==> src/n2cn_pkg.sv <==
// n2cn_pkg: symbol codes, control word layout and control program of the
// chinese numeral speller. no dependencies.
`timescale 1ns / 1ps
package n2cn_pkg;

  // symbol codes
  localparam int unsigned SymW = 4;
  localparam logic [SymW-1:0] SymZero     = 4'd0;
  localparam logic [SymW-1:0] SymTen      = 4'd10;
  localparam logic [SymW-1:0] SymHundred  = 4'd11;
  localparam logic [SymW-1:0] SymThousand = 4'd12;
  localparam logic [SymW-1:0] SymWan      = 4'd13;
  localparam logic [SymW-1:0] SymYi       = 4'd14;

  // datapath sizes
  localparam int unsigned ValueW    = 32;
  localparam int unsigned NumDigits = 10;
  localparam int unsigned BcdW      = 4 * NumDigits;
  localparam int unsigned ConvSteps = ValueW / 2;   // two bits per cycle
  localparam int unsigned ConvCntW  = $clog2(ConvSteps);
  localparam int unsigned MaxSyms   = 19;
  localparam int unsigned OutCntW   = $clog2(MaxSyms + 1);
  localparam int unsigned PcW       = 5;

  // program labels
  localparam logic [PcW-1:0] LblSect1 = 5'd8;
  localparam logic [PcW-1:0] LblGap1  = 5'd17;
  localparam logic [PcW-1:0] LblEnd   = 5'd26;

  // control word operations
  typedef enum logic [2:0] {
    OP_NOP   = 3'd0,
    OP_CONV  = 3'd1,   // binary to bcd, two bits a cycle
    OP_ZCHK  = 3'd2,   // zero value gives one zero symbol
    OP_DIGIT = 3'd3,   // digit, or zero inside a section
    OP_UNIT  = 3'd4,   // ten / hundred / thousand after a nonzero digit
    OP_SECU  = 3'd5,   // wan / yi after a nonzero section
    OP_GAP   = 3'd6,   // zero between sections
    OP_END   = 3'd7    // flush the held symbol as the last one
  } op_e;

  // jump conditions
  typedef enum logic [2:0] {
    COND_NONE       = 3'd0,
    COND_CONV_BUSY  = 3'd1,
    COND_VALUE_ZERO = 3'd2,
    COND_DIGIT_ZERO = 3'd3,
    COND_SECT_ZERO  = 3'd4
  } cond_e;

  typedef struct packed {
    op_e            op;
    cond_e          cond;
    logic [3:0]     arg;      // digit position or section number
    logic [SymW-1:0] sym;     // unit symbol
    logic [PcW-1:0] target;   // jump target
  } uword_t;

  function automatic uword_t mk(op_e op, cond_e c, logic [3:0] a, logic [SymW-1:0] s,
                                logic [PcW-1:0] t);
    uword_t w;
    w.op     = op;
    w.cond   = c;
    w.arg    = a;
    w.sym    = s;
    w.target = t;
    return w;
  endfunction

  // control program, one word per step
  function automatic uword_t ucode(logic [PcW-1:0] pc);
    uword_t w;
    case (pc)
      5'd0:  w = mk(OP_CONV,  COND_CONV_BUSY,  4'd0, SymZero,     5'd0);
      5'd1:  w = mk(OP_ZCHK,  COND_VALUE_ZERO, 4'd0, SymZero,     LblEnd);
      // yi section
      5'd2:  w = mk(OP_NOP,   COND_SECT_ZERO,  4'd2, SymZero,     LblSect1);
      5'd3:  w = mk(OP_DIGIT, COND_DIGIT_ZERO, 4'd9, SymZero,     5'd5);
      5'd4:  w = mk(OP_UNIT,  COND_NONE,       4'd9, SymTen,      5'd0);
      5'd5:  w = mk(OP_DIGIT, COND_NONE,       4'd8, SymZero,     5'd0);
      5'd6:  w = mk(OP_SECU,  COND_NONE,       4'd2, SymYi,       5'd0);
      5'd7:  w = mk(OP_GAP,   COND_NONE,       4'd2, SymZero,     5'd0);
      // wan section
      5'd8:  w = mk(OP_NOP,   COND_SECT_ZERO,  4'd1, SymZero,     LblGap1);
      5'd9:  w = mk(OP_DIGIT, COND_DIGIT_ZERO, 4'd7, SymZero,     5'd11);
      5'd10: w = mk(OP_UNIT,  COND_NONE,       4'd7, SymThousand, 5'd0);
      5'd11: w = mk(OP_DIGIT, COND_DIGIT_ZERO, 4'd6, SymZero,     5'd13);
      5'd12: w = mk(OP_UNIT,  COND_NONE,       4'd6, SymHundred,  5'd0);
      5'd13: w = mk(OP_DIGIT, COND_DIGIT_ZERO, 4'd5, SymZero,     5'd15);
      5'd14: w = mk(OP_UNIT,  COND_NONE,       4'd5, SymTen,      5'd0);
      5'd15: w = mk(OP_DIGIT, COND_NONE,       4'd4, SymZero,     5'd0);
      5'd16: w = mk(OP_SECU,  COND_NONE,       4'd1, SymWan,      5'd0);
      5'd17: w = mk(OP_GAP,   COND_NONE,       4'd1, SymZero,     5'd0);
      // low section
      5'd18: w = mk(OP_NOP,   COND_SECT_ZERO,  4'd0, SymZero,     LblEnd);
      5'd19: w = mk(OP_DIGIT, COND_DIGIT_ZERO, 4'd3, SymZero,     5'd21);
      5'd20: w = mk(OP_UNIT,  COND_NONE,       4'd3, SymThousand, 5'd0);
      5'd21: w = mk(OP_DIGIT, COND_DIGIT_ZERO, 4'd2, SymZero,     5'd23);
      5'd22: w = mk(OP_UNIT,  COND_NONE,       4'd2, SymHundred,  5'd0);
      5'd23: w = mk(OP_DIGIT, COND_DIGIT_ZERO, 4'd1, SymZero,     5'd25);
      5'd24: w = mk(OP_UNIT,  COND_NONE,       4'd1, SymTen,      5'd0);
      5'd25: w = mk(OP_DIGIT, COND_NONE,       4'd0, SymZero,     5'd0);
      default: w = mk(OP_END, COND_NONE,       4'd0, SymZero,     5'd0);
    endcase
    return w;
  endfunction

endpackage

==> src/number_to_chinese_numerals_top.sv <==
// operation: bcd conversion first, then one program step per cycle (up to 26 steps);
// symbol beats leave after the start beat, at most one a cycle.
// busy from the start beat to the last symbol, and a new value is not taken while busy;
// busy time is set by the two-bits-per-cycle bcd converter and the control program length.
// reset: rst_ni low clears the sequencer and the strobe; the block comes up idle.
// the receiver cannot stall: each symbol stands on the ports for exactly one cycle.
`timescale 1ns / 1ps
module number_to_chinese_numerals_top import n2cn_pkg::*; (
  input  logic              clk_i,
  input  logic              rst_ni,
  input  logic              start,
  output logic              busy,
  input  logic [ValueW-1:0] value_i,
  output logic              symbol_valid_o,
  output logic [SymW-1:0]   symbol_o,
  output logic              last_o
);

  // control registers
  logic                busy_q, busy_d;
  logic [PcW-1:0]      pc_q, pc_d;
  logic [ConvCntW-1:0] cnt_q, cnt_d;
  logic                pend_v_q, pend_v_d;
  logic [OutCntW-1:0]  ocnt_q, ocnt_d;
  logic                ovalid_q, ovalid_d;

  // payload registers
  logic [ValueW-1:0]   bin_q, bin_d;
  logic [BcdW-1:0]     bcd_q, bcd_d;
  logic [SymW-1:0]     pend_sym_q, pend_sym_d;
  logic [SymW-1:0]     osym_q, osym_d;
  logic                olast_q, olast_d;

  // datapath signals
  uword_t              uw;
  logic [3:0]          dig [NumDigits];
  logic [3:0]          dig_sel;
  logic [2:0]          sect_nz;
  logic                val_zero;
  logic                prev_nz, below_nz, gap;
  logic [3:0]          base;
  logic [BcdW-1:0]     bcd_c;
  logic [ValueW-1:0]   bin_c;
  logic                emit, fin, jump;
  logic [SymW-1:0]     emit_sym;

  assign uw = ucode(pc_q);

  // digit view of the bcd word
  always_comb begin
    for (int j = 0; j < NumDigits; j++) begin
      dig[j] = bcd_q[4*j +: 4];
    end
  end

  assign sect_nz[0] = |bcd_q[15:0];
  assign sect_nz[1] = |bcd_q[31:16];
  assign sect_nz[2] = |bcd_q[BcdW-1:32];
  assign val_zero   = ~|bcd_q;
  assign base       = {uw.arg[3:2], 2'b00};

  // selected digit and its neighbors inside the section
  always_comb begin
    dig_sel  = 4'd0;
    prev_nz  = 1'b0;
    below_nz = 1'b0;
    for (int j = 0; j < NumDigits; j++) begin
      if (4'(j) == uw.arg) begin
        dig_sel = dig[j];
      end
      if (({1'b0, uw.arg} + 5'd1 == 5'(j)) && (uw.arg[1:0] != 2'd3) && (dig[j] != 4'd0)) begin
        prev_nz = 1'b1;
      end
      if ((4'(j) >= base) && (4'(j) < uw.arg) && (dig[j] != 4'd0)) begin
        below_nz = 1'b1;
      end
    end
  end

  // zero between sections
  always_comb begin
    if (uw.arg[1:0] == 2'd2) begin
      gap = sect_nz[2] && sect_nz[1] && (dig[7] == 4'd0);
    end else begin
      gap = (sect_nz[2] || sect_nz[1]) && sect_nz[0] && (dig[3] == 4'd0);
    end
  end

  // double dabble, two bits a cycle
  always_comb begin
    bcd_c = bcd_q;
    bin_c = bin_q;
    for (int s = 0; s < 2; s++) begin
      for (int n = 0; n < NumDigits; n++) begin
        if (bcd_c[4*n +: 4] >= 4'd5) begin
          bcd_c[4*n +: 4] = bcd_c[4*n +: 4] + 4'd3;
        end
      end
      bcd_c = {bcd_c[BcdW-2:0], bin_c[ValueW-1]};
      bin_c = {bin_c[ValueW-2:0], 1'b0};
    end
  end

  // control word decode
  always_comb begin
    emit     = 1'b0;
    fin      = 1'b0;
    emit_sym = SymZero;
    unique case (uw.op) inside
      OP_NOP, OP_CONV: begin
      end
      OP_ZCHK: begin
        emit = val_zero;
      end
      OP_DIGIT: begin
        if (dig_sel != 4'd0) begin
          emit     = 1'b1;
          emit_sym = dig_sel;
        end else begin
          emit = prev_nz && below_nz;
        end
      end
      OP_UNIT: begin
        emit     = (dig_sel != 4'd0);
        emit_sym = uw.sym;
      end
      OP_SECU: begin
        emit     = sect_nz[uw.arg[1:0]];
        emit_sym = uw.sym;
      end
      OP_GAP: begin
        emit = gap;
      end
      OP_END: begin
        fin = 1'b1;
      end
      default: begin
        fin = 1'b1;
      end
    endcase
  end

  // jump condition
  always_comb begin
    unique case (uw.cond)
      COND_NONE:       jump = 1'b0;
      COND_CONV_BUSY:  jump = (cnt_q != ConvCntW'(ConvSteps - 1));
      COND_VALUE_ZERO: jump = val_zero;
      COND_DIGIT_ZERO: jump = (dig_sel == 4'd0);
      COND_SECT_ZERO:  jump = !sect_nz[uw.arg[1:0]];
      default:         jump = 1'b0;
    endcase
  end

  // sequencer, held symbol and output stage
  always_comb begin
    busy_d     = busy_q;
    pc_d       = pc_q;
    cnt_d      = cnt_q;
    pend_v_d   = pend_v_q;
    pend_sym_d = pend_sym_q;
    ocnt_d     = ocnt_q;
    bin_d      = bin_q;
    bcd_d      = bcd_q;
    ovalid_d   = 1'b0;
    osym_d     = osym_q;
    olast_d    = olast_q;
    if (!busy_q) begin
      if (start) begin
        busy_d   = 1'b1;
        pc_d     = '0;
        cnt_d    = '0;
        pend_v_d = 1'b0;
        ocnt_d   = '0;
        bin_d    = value_i;
        bcd_d    = '0;
      end
    end else begin
      if (uw.op == OP_CONV) begin
        bcd_d = bcd_c;
        bin_d = bin_c;
        cnt_d = cnt_q + ConvCntW'(1);
      end
      pc_d = jump ? uw.target : pc_q + PcW'(1);
      if (fin) begin
        // held symbol goes out as the last one
        ovalid_d = pend_v_q;
        osym_d   = pend_sym_q;
        olast_d  = 1'b1;
        pend_v_d = 1'b0;
        busy_d   = 1'b0;
      end else if (emit) begin
        pend_v_d   = 1'b1;
        pend_sym_d = emit_sym;
        if (pend_v_q) begin
          ovalid_d = 1'b1;
          osym_d   = pend_sym_q;
          olast_d  = (ocnt_q == OutCntW'(MaxSyms - 1));
          ocnt_d   = ocnt_q + OutCntW'(1);
          // spelling is cut at the symbol limit
          if (ocnt_q == OutCntW'(MaxSyms - 1)) begin
            busy_d   = 1'b0;
            pend_v_d = 1'b0;
          end
        end
      end
    end
  end

  // control state
  always_ff @(posedge clk_i or negedge rst_ni) begin
    if (!rst_ni) begin
      busy_q   <= 1'b0;
      pc_q     <= '0;
      cnt_q    <= '0;
      pend_v_q <= 1'b0;
      ocnt_q   <= '0;
      ovalid_q <= 1'b0;
    end else begin
      busy_q   <= busy_d;
      pc_q     <= pc_d;
      cnt_q    <= cnt_d;
      pend_v_q <= pend_v_d;
      ocnt_q   <= ocnt_d;
      ovalid_q <= ovalid_d;
    end
  end

  // payload
  always_ff @(posedge clk_i) begin
    bin_q      <= bin_d;
    bcd_q      <= bcd_d;
    pend_sym_q <= pend_sym_d;
    osym_q     <= osym_d;
    olast_q    <= olast_d;
  end

  assign busy           = busy_q;
  assign symbol_valid_o = ovalid_q;
  assign symbol_o       = osym_q;
  assign last_o         = olast_q;

endmodule

==> config.mk <==
export PLATFORM = sky130hd
export DESIGN_NAME = number_to_chinese_numerals_top
export DESIGN_NICKNAME = d
export VERILOG_FILES = /design/src/n2cn_pkg.sv /design/src/number_to_chinese_numerals_top.sv
export SDC_FILE = /design/constraint.sdc
export NUM_CORES = 1
export LEC_CHECK = 0
export BUFFER_PORTS_ARGS = -buffer_cell sky130_fd_sc_hd__buf_2
export CORE_ASPECT_RATIO = 1.5
export CORE_MARGIN = 1
export CORE_UTILIZATION = 63
export CTS_CLUSTER_SIZE = 40
export DETAILED_ROUTE_END_ITERATION = 16
export GPL_ROUTABILITY_DRIVEN = 0
export HOLD_SLACK_MARGIN = 0.05
export MAX_ROUTING_LAYER = met4
export PLACE_DENSITY_LB_ADDON = 0.05
export SETUP_SLACK_MARGIN = 0.02
export SYNTH_ARGS = -nofsm -noshare
export SYNTH_HDL_FRONTEND = slang
export SYNTH_SLANG_ARGS = --single-unit
export TNS_END_PERCENT = 10
==> constraint.sdc <==
create_clock -name clk_i -period 4.9 [get_ports clk_i]
set_input_delay 0 -clock clk_i [delete_from_list [all_inputs] [get_ports clk_i]]
set_output_delay 0 -clock clk_i [all_outputs]
set_load 0.005 [all_outputs]
After elaboration in Yosys (flattened, before gate mapping). Memories as Yosys holds them, arrays and structs flattened. Cells that the tools add are included.

Register bits after elaboration: 98. Bits in latches: 0. Bits in writable memories: 0. Bits in read-only memories: 608. Bits of input ports: 35. Output and inout bits: 7. Word-level logic and storage cells: 286. Memories: 1.

$add $sub $neg: 24. Multipliers: 0. Div/mod/pow operators: 0. Order comparisons: 41. Eq/ne operators: 39. Shift operators: 0. Multiplexer cells: 93. Bitwise operators: 0. Reductions and logical operators: 77.

Memory list: (name not given) (words 32, width 19, read ports 1, clocked after Yosys merged registers in 0, write ports 0, line n2cn_pkg.sv:73) `case (pc)`.

Operators by type and width (number): 2-to-1 mux 4 bit (35); 2-to-1 mux 40 bit (3); 2-to-1 mux 32 bit (3); greater-or-equal comparator 4 x 3 -> 1 bit, second input constant (20); adder 4 x 2 -> 4 bit, second input constant (18); logical AND 1 bit (45); nonzero test 4 bit (11); OR reduction 40 bit (1); 2-to-1 mux 1 bit (39); 2-to-1 mux 5 bit (7); OR reduction 16 bit (2); == test 5 x 3 -> 1 bit, second input constant (4); == test 3 x 4 -> 1 bit, first input constant (4); greater-or-equal comparator 3 x 4 -> 1 bit, first input constant (4); zero test 4 bit (4); < comparator 3 x 4 -> 1 bit, first input constant (4); == test 3 x 2 -> 1 bit, second input constant (4); == test 3 bit, second input constant (4); adder 5 x 1 -> 5 bit, second input constant (2); == test 5 x 2 -> 1 bit, second input constant (2); == test 5 x 4 -> 1 bit, second input constant (2); != test 2 x 1 -> 1 bit, second input constant (5); == test 2 x 4 -> 1 bit, first input constant (2); == test 4 bit, first input constant (2); other kinds (34) (47).

Longest topological paths before layout. An unclocked memory read counts as a cell.

Word-level depth: 21. Depth in mapped cells: 17. Depth with buffers taken out: 12.

Least setup slack after synthesis. Ideal clock, no wire load.

Path type: register -> register. Start: register pc_q[0]. End: register cnt_q[2]. Library setup time: 0.135 ns. Arrival: 4.176 ns. Slack: 0.589 ns. Cell stages (with the launch flop): 11. Buffers on the path: 2. Clock period less this slack: 4.311 ns. Cell sequence: dfrtp_1 clkbuf_1 inv_1 ha_1 buf_2 a2111oi_0 nand3_1 nand2_1 o21ai_0 nand2_1 o21ai_0.

Longest elaborated chain between the ends: 4.

RTL lines: from (decl) (line number_to_chinese_numerals_top.sv:21) `logic [PcW-1:0] pc_q, pc_d;`; from (signal assigned) (line number_to_chinese_numerals_top.sv:221) `pc_q <= pc_d;`; memory (32 x 19 bit); == test 3 x 1 -> 1 bit (line number_to_chinese_numerals_top.sv:179) `if (uw.op == OP_CONV) begin`; != test 2 x 1 -> 1 bit (no line); AND reduction 2 bit (no line); to (signal assigned) (line number_to_chinese_numerals_top.sv:222) `cnt_q <= cnt_d;`; to (decl) (line number_to_chinese_numerals_top.sv:22) `logic [ConvCntW-1:0] cnt_q, cnt_d;`.

Every way passes these cells. A chain may end at the register's enable or synchronous reset.

Worst setup path in the final report.
Start: register pc_q[1]. End: register pc_q[4].

Longest elaborated chain between the ends: 16.

RTL lines: memory (32 x 19 bit); zero test 4 bit (line number_to_chinese_numerals_top.sv:68) `if (4'(j) == uw.arg) begin`; 2-to-1 mux 4 bit (10 in series) (line number_to_chinese_numerals_top.sv:68); zero test 4 bit (line number_to_chinese_numerals_top.sv:149) `COND_DIGIT_ZERO: jump = (dig_sel == 4'd0);`; case mux 1 bit (4 select lines) (line number_to_chinese_numerals_top.sv:145) `unique case (uw.cond)`; 2-to-1 mux 5 bit (*) (line number_to_chinese_numerals_top.sv:184) `pc_d = jump ? uw.target : pc_q + PcW'(1);`; 2-to-1 mux 5 bit (*) (line number_to_chinese_numerals_top.sv:168) `if (!busy_q) begin`.

Every way passes the cells marked *; elsewhere a longest branch is shown, timed or not. The select of a mux whose other input is x is not followed.

==> out/metrics.cfg <==
[floorplanning]
initial_utilization_pct = 64.5
fp.coreArea_um2 = 12000
rows = 49
die_h_um = 138
io_pins = 42
die_w_um = 92.5
dieArea_um2 = 12800

[cells_and_area]
fillers = 870
final_cell_mix = edfxtp_1 (81), a21oi_1 (74), nor2_1 (68), ha_1 (61), inv_1 (47)
final_nets = 964
drive_above_1_share_pct = 17.5
antenna_cells = 0
area_growth_pct = 12.6
mostFrequentLayoutCell = edfxtp_1
fin_util_pct = 72.6

[synthesis]
ys_types = 82
async_flop_share_pct = 17.3
synth_area_um2 = 7750
synth_top_flop_cell = edfxtp_1
synth_warnings = 0
synth_seq_cells = 98
seq_area_frac_synth_pct = 36.9
synth_nets = 896
synth-edff-count = 81
synth_cells = 800
synth_area_per_cell_um2 = 9.68

[clock_tree]
clockBufferDepth = 2
numClockSinks = 98
clk_latency_ps = 360
htree_num_levels = 3
post-cts-setup-buffers = 0
cts_buffers = 9
clk_pin_slew_ps = 80
cts_tree = yes
root_buffer = clkbuf_16

[route]
drt_first_iter_violations = 527
wl_per_cell_um = 18.1
post-route-drc-count = 0
ant_nets = 0
viasPerCell = 6.23
num_vias = 6389
first_pass_iters = 6
finalWirelength_mm = 18.6

[grt]
grt_max_degree = 50
antenna_found_initial = 0
grt-ovfl-total = 0
grt_pass1_wl_mm = 29.7
grtUsageTotal_pct = 31.0
grt_pass1_vias = 6160

[worst_setup_path]
worst-path-buf-inv = 1
crit_family = compound AO/OA/AOI/OAI gates
crit_chain = inv_1, ha_1, mux2_4, o221ai_2, and3_4, mux2_4, a2111oi_1, a211oi_2, nor4_4, o41a_1, mux2_4, o22ai_2
cp_data_arrival_time_ps = 4860
critPathMaxFanout = 21
start_kind = flop
cpMostUsedCell = mux2_4
critPathKind = reg -> reg
critPathRequiredTime_ps = 5180
crit_path_end_kind = flop
critical-path-max-stage-delay_ps = 590
crit_slowest_cell = nor4_4

[timing]
period_share_pct = 93.6
worstMarginPinSlew_ps = 1030
relSlewSlack_pct = 31.3
grt_setup_unrepaired = no
finalHoldViolCount = 0
finalSetupViolCount = 0
fin_tns_setup_ps = 0
skew_ps = 9.25
maxSlewViolCount = 0
fin_crit_ps = 4590
fmax_ghz = 0.218
whs_ps = 85.7

[outcome]
status = finished, final reports clean

[placement]
portBuffers = 41
hpwl_mm = 12.9

[worst_hold_path]
hp-class = in -> async

[run]
drv_cap = 0

[cells in the mapped netlist (4+ instances only)]
cell type | number | share of area (%)
ha_1 | 61 | 9.9
a21boi_0 | 5 | 0.48
or3b_2 | 9 | 1.0
o21ai_0 | 28 | 1.8
or3_1 | 5 | 0.40
o211ai_1 | 6 | 0.58
mux2_2 | 46 | 6.7
mux2i_1 | 15 | 1.9
clkbuf_1 | 11 | 0.53
xnor2_1 | 21 | 2.4
edfxtp_1 | 81 | 31
a22o_1 | 5 | 0.57
a211oi_1 | 8 | 0.78
nand4_1 | 4 | 0.32
nor3_1 | 14 | 0.90
inv_1 | 47 | 2.3
buf_2 | 4 | 0.26
nand3_1 | 20 | 1.3
nor2b_1 | 21 | 1.7
buf_6 | 5 | 0.73
nor2_1 | 68 | 3.3
nor3b_1 | 18 | 1.7
nor4_1 | 4 | 0.32
a21o_1 | 5 | 0.48
a31oi_1 | 5 | 0.40
nand2b_1 | 39 | 3.1
o21a_1 | 10 | 0.97
nand2_1 | 46 | 2.2
dfrtp_1 | 17 | 5.5
o31ai_1 | 5 | 0.48
a2111oi_0 | 4 | 0.45
a21oi_1 | 75 | 4.8
buf_1 | 6 | 0.29
and2_1 | 6 | 0.48
o22ai_1 | 5 | 0.40
[per-layer routing]
| layer | share of wire, % | global-route usage [%] |
|---|---|---|
| met1 | 38 | 32.5 |
| met2 | 54 | 56.2 |
| met3 | 4.1 | 4.14 |
| met4 | 4.4 | 16.6 |
| met5 | 0 | - |
[logic make-up (layout without fill, tap and decap cells)]
family	count (synthesis)	count (layout)	synth area share, %
muxes	64	64	9.21
and+or+nand+nor	273	273	19.3
xor gates and xnor gates	21	21	2.37
buffers and inverters	78	151	4.47
AOI/OAI and AO/OA	205	205	17.9
DFF	98	98	36.9
adders and majority gates	61	61	9.85
[what timing repair did]
action | 4_1_cts | 5_1_grt
endpoints found under the setup margin | 0 | 5
endpoints found under the hold margin | 52 | 0
resized for setup | 0 | 1
hold buffers | 34 | 0
[layout make-up]
| type | count | area [um2] | area share, % |
|---|---|---|---|
| flip-flops and latches | 98 | 2860 | 32.8 |
| multi-input cells | 624 | 4550 | 52.1 |
| well taps | 153 | 191 | 2.19 |
| clock inverters | 7 | 76.3 | 0.875 |
| inverters | 49 | 184 | 2.11 |
| clock buffers | 9 | 225 | 2.58 |
| repair buffers | 86 | 641 | 7.34 |
[flip-flops by register name, indices dropped and copies added, names as in the netlist]
signal          cells
bin_q              32
pend_v_q            1
symbol_valid_o      1
last_o              1
cnt_q               4
symbol_o            4
pc_q                5
bcd_q              40
ocnt_q              5
busy                1
pend_sym_q          4
[metrics by stage]
| stage | cell area, um2 | worst slack [ps] | std cells |
|---|---|---|---|
| finish | 8730 | 315 | 1026 |
| global route | 8730 | 102 | 1026 |
| CTS | 8720 | 364 | 1026 |
| detailed placement | 8080 | 388 | 976 |
| global placement | 8080 | 532 | 976 |
| floorplan | 7750 | 589 | 800 |
[worst paths after layout]
kind	from	to	slack, ps	cells after the start
worst max-delay path	pc_q[1]	pc_q[4]	310	12
worst min-delay path	rst_ni	ocnt_q[2]	90	2
worst max register to register	pc_q[1]	pc_q[4]	310	12
worst min register to register	pend_sym_q[2]	symbol_o[2]	420	0
max in group asynchronous	rst_ni	busy	4510	2
min in group clk_i	pend_sym_q[2]	symbol_o[2]	420	0
[worst register-to-register path, stage by stage, from the launching register on]
cell,delay (ps)
dfrtp_1,500
inv_1,160
ha_1,430
mux2_4,310
o221ai_2,170
and3_4,390
mux2_4,330
a2111oi_1,470
a211oi_2,180
nor4_4,590
o41a_1,500
mux2_4,340
o22ai_2,110
Power is left out: the tool's default activity adds up to more than one toggle a clock period on the data nets, which glitch-free logic cannot reach.
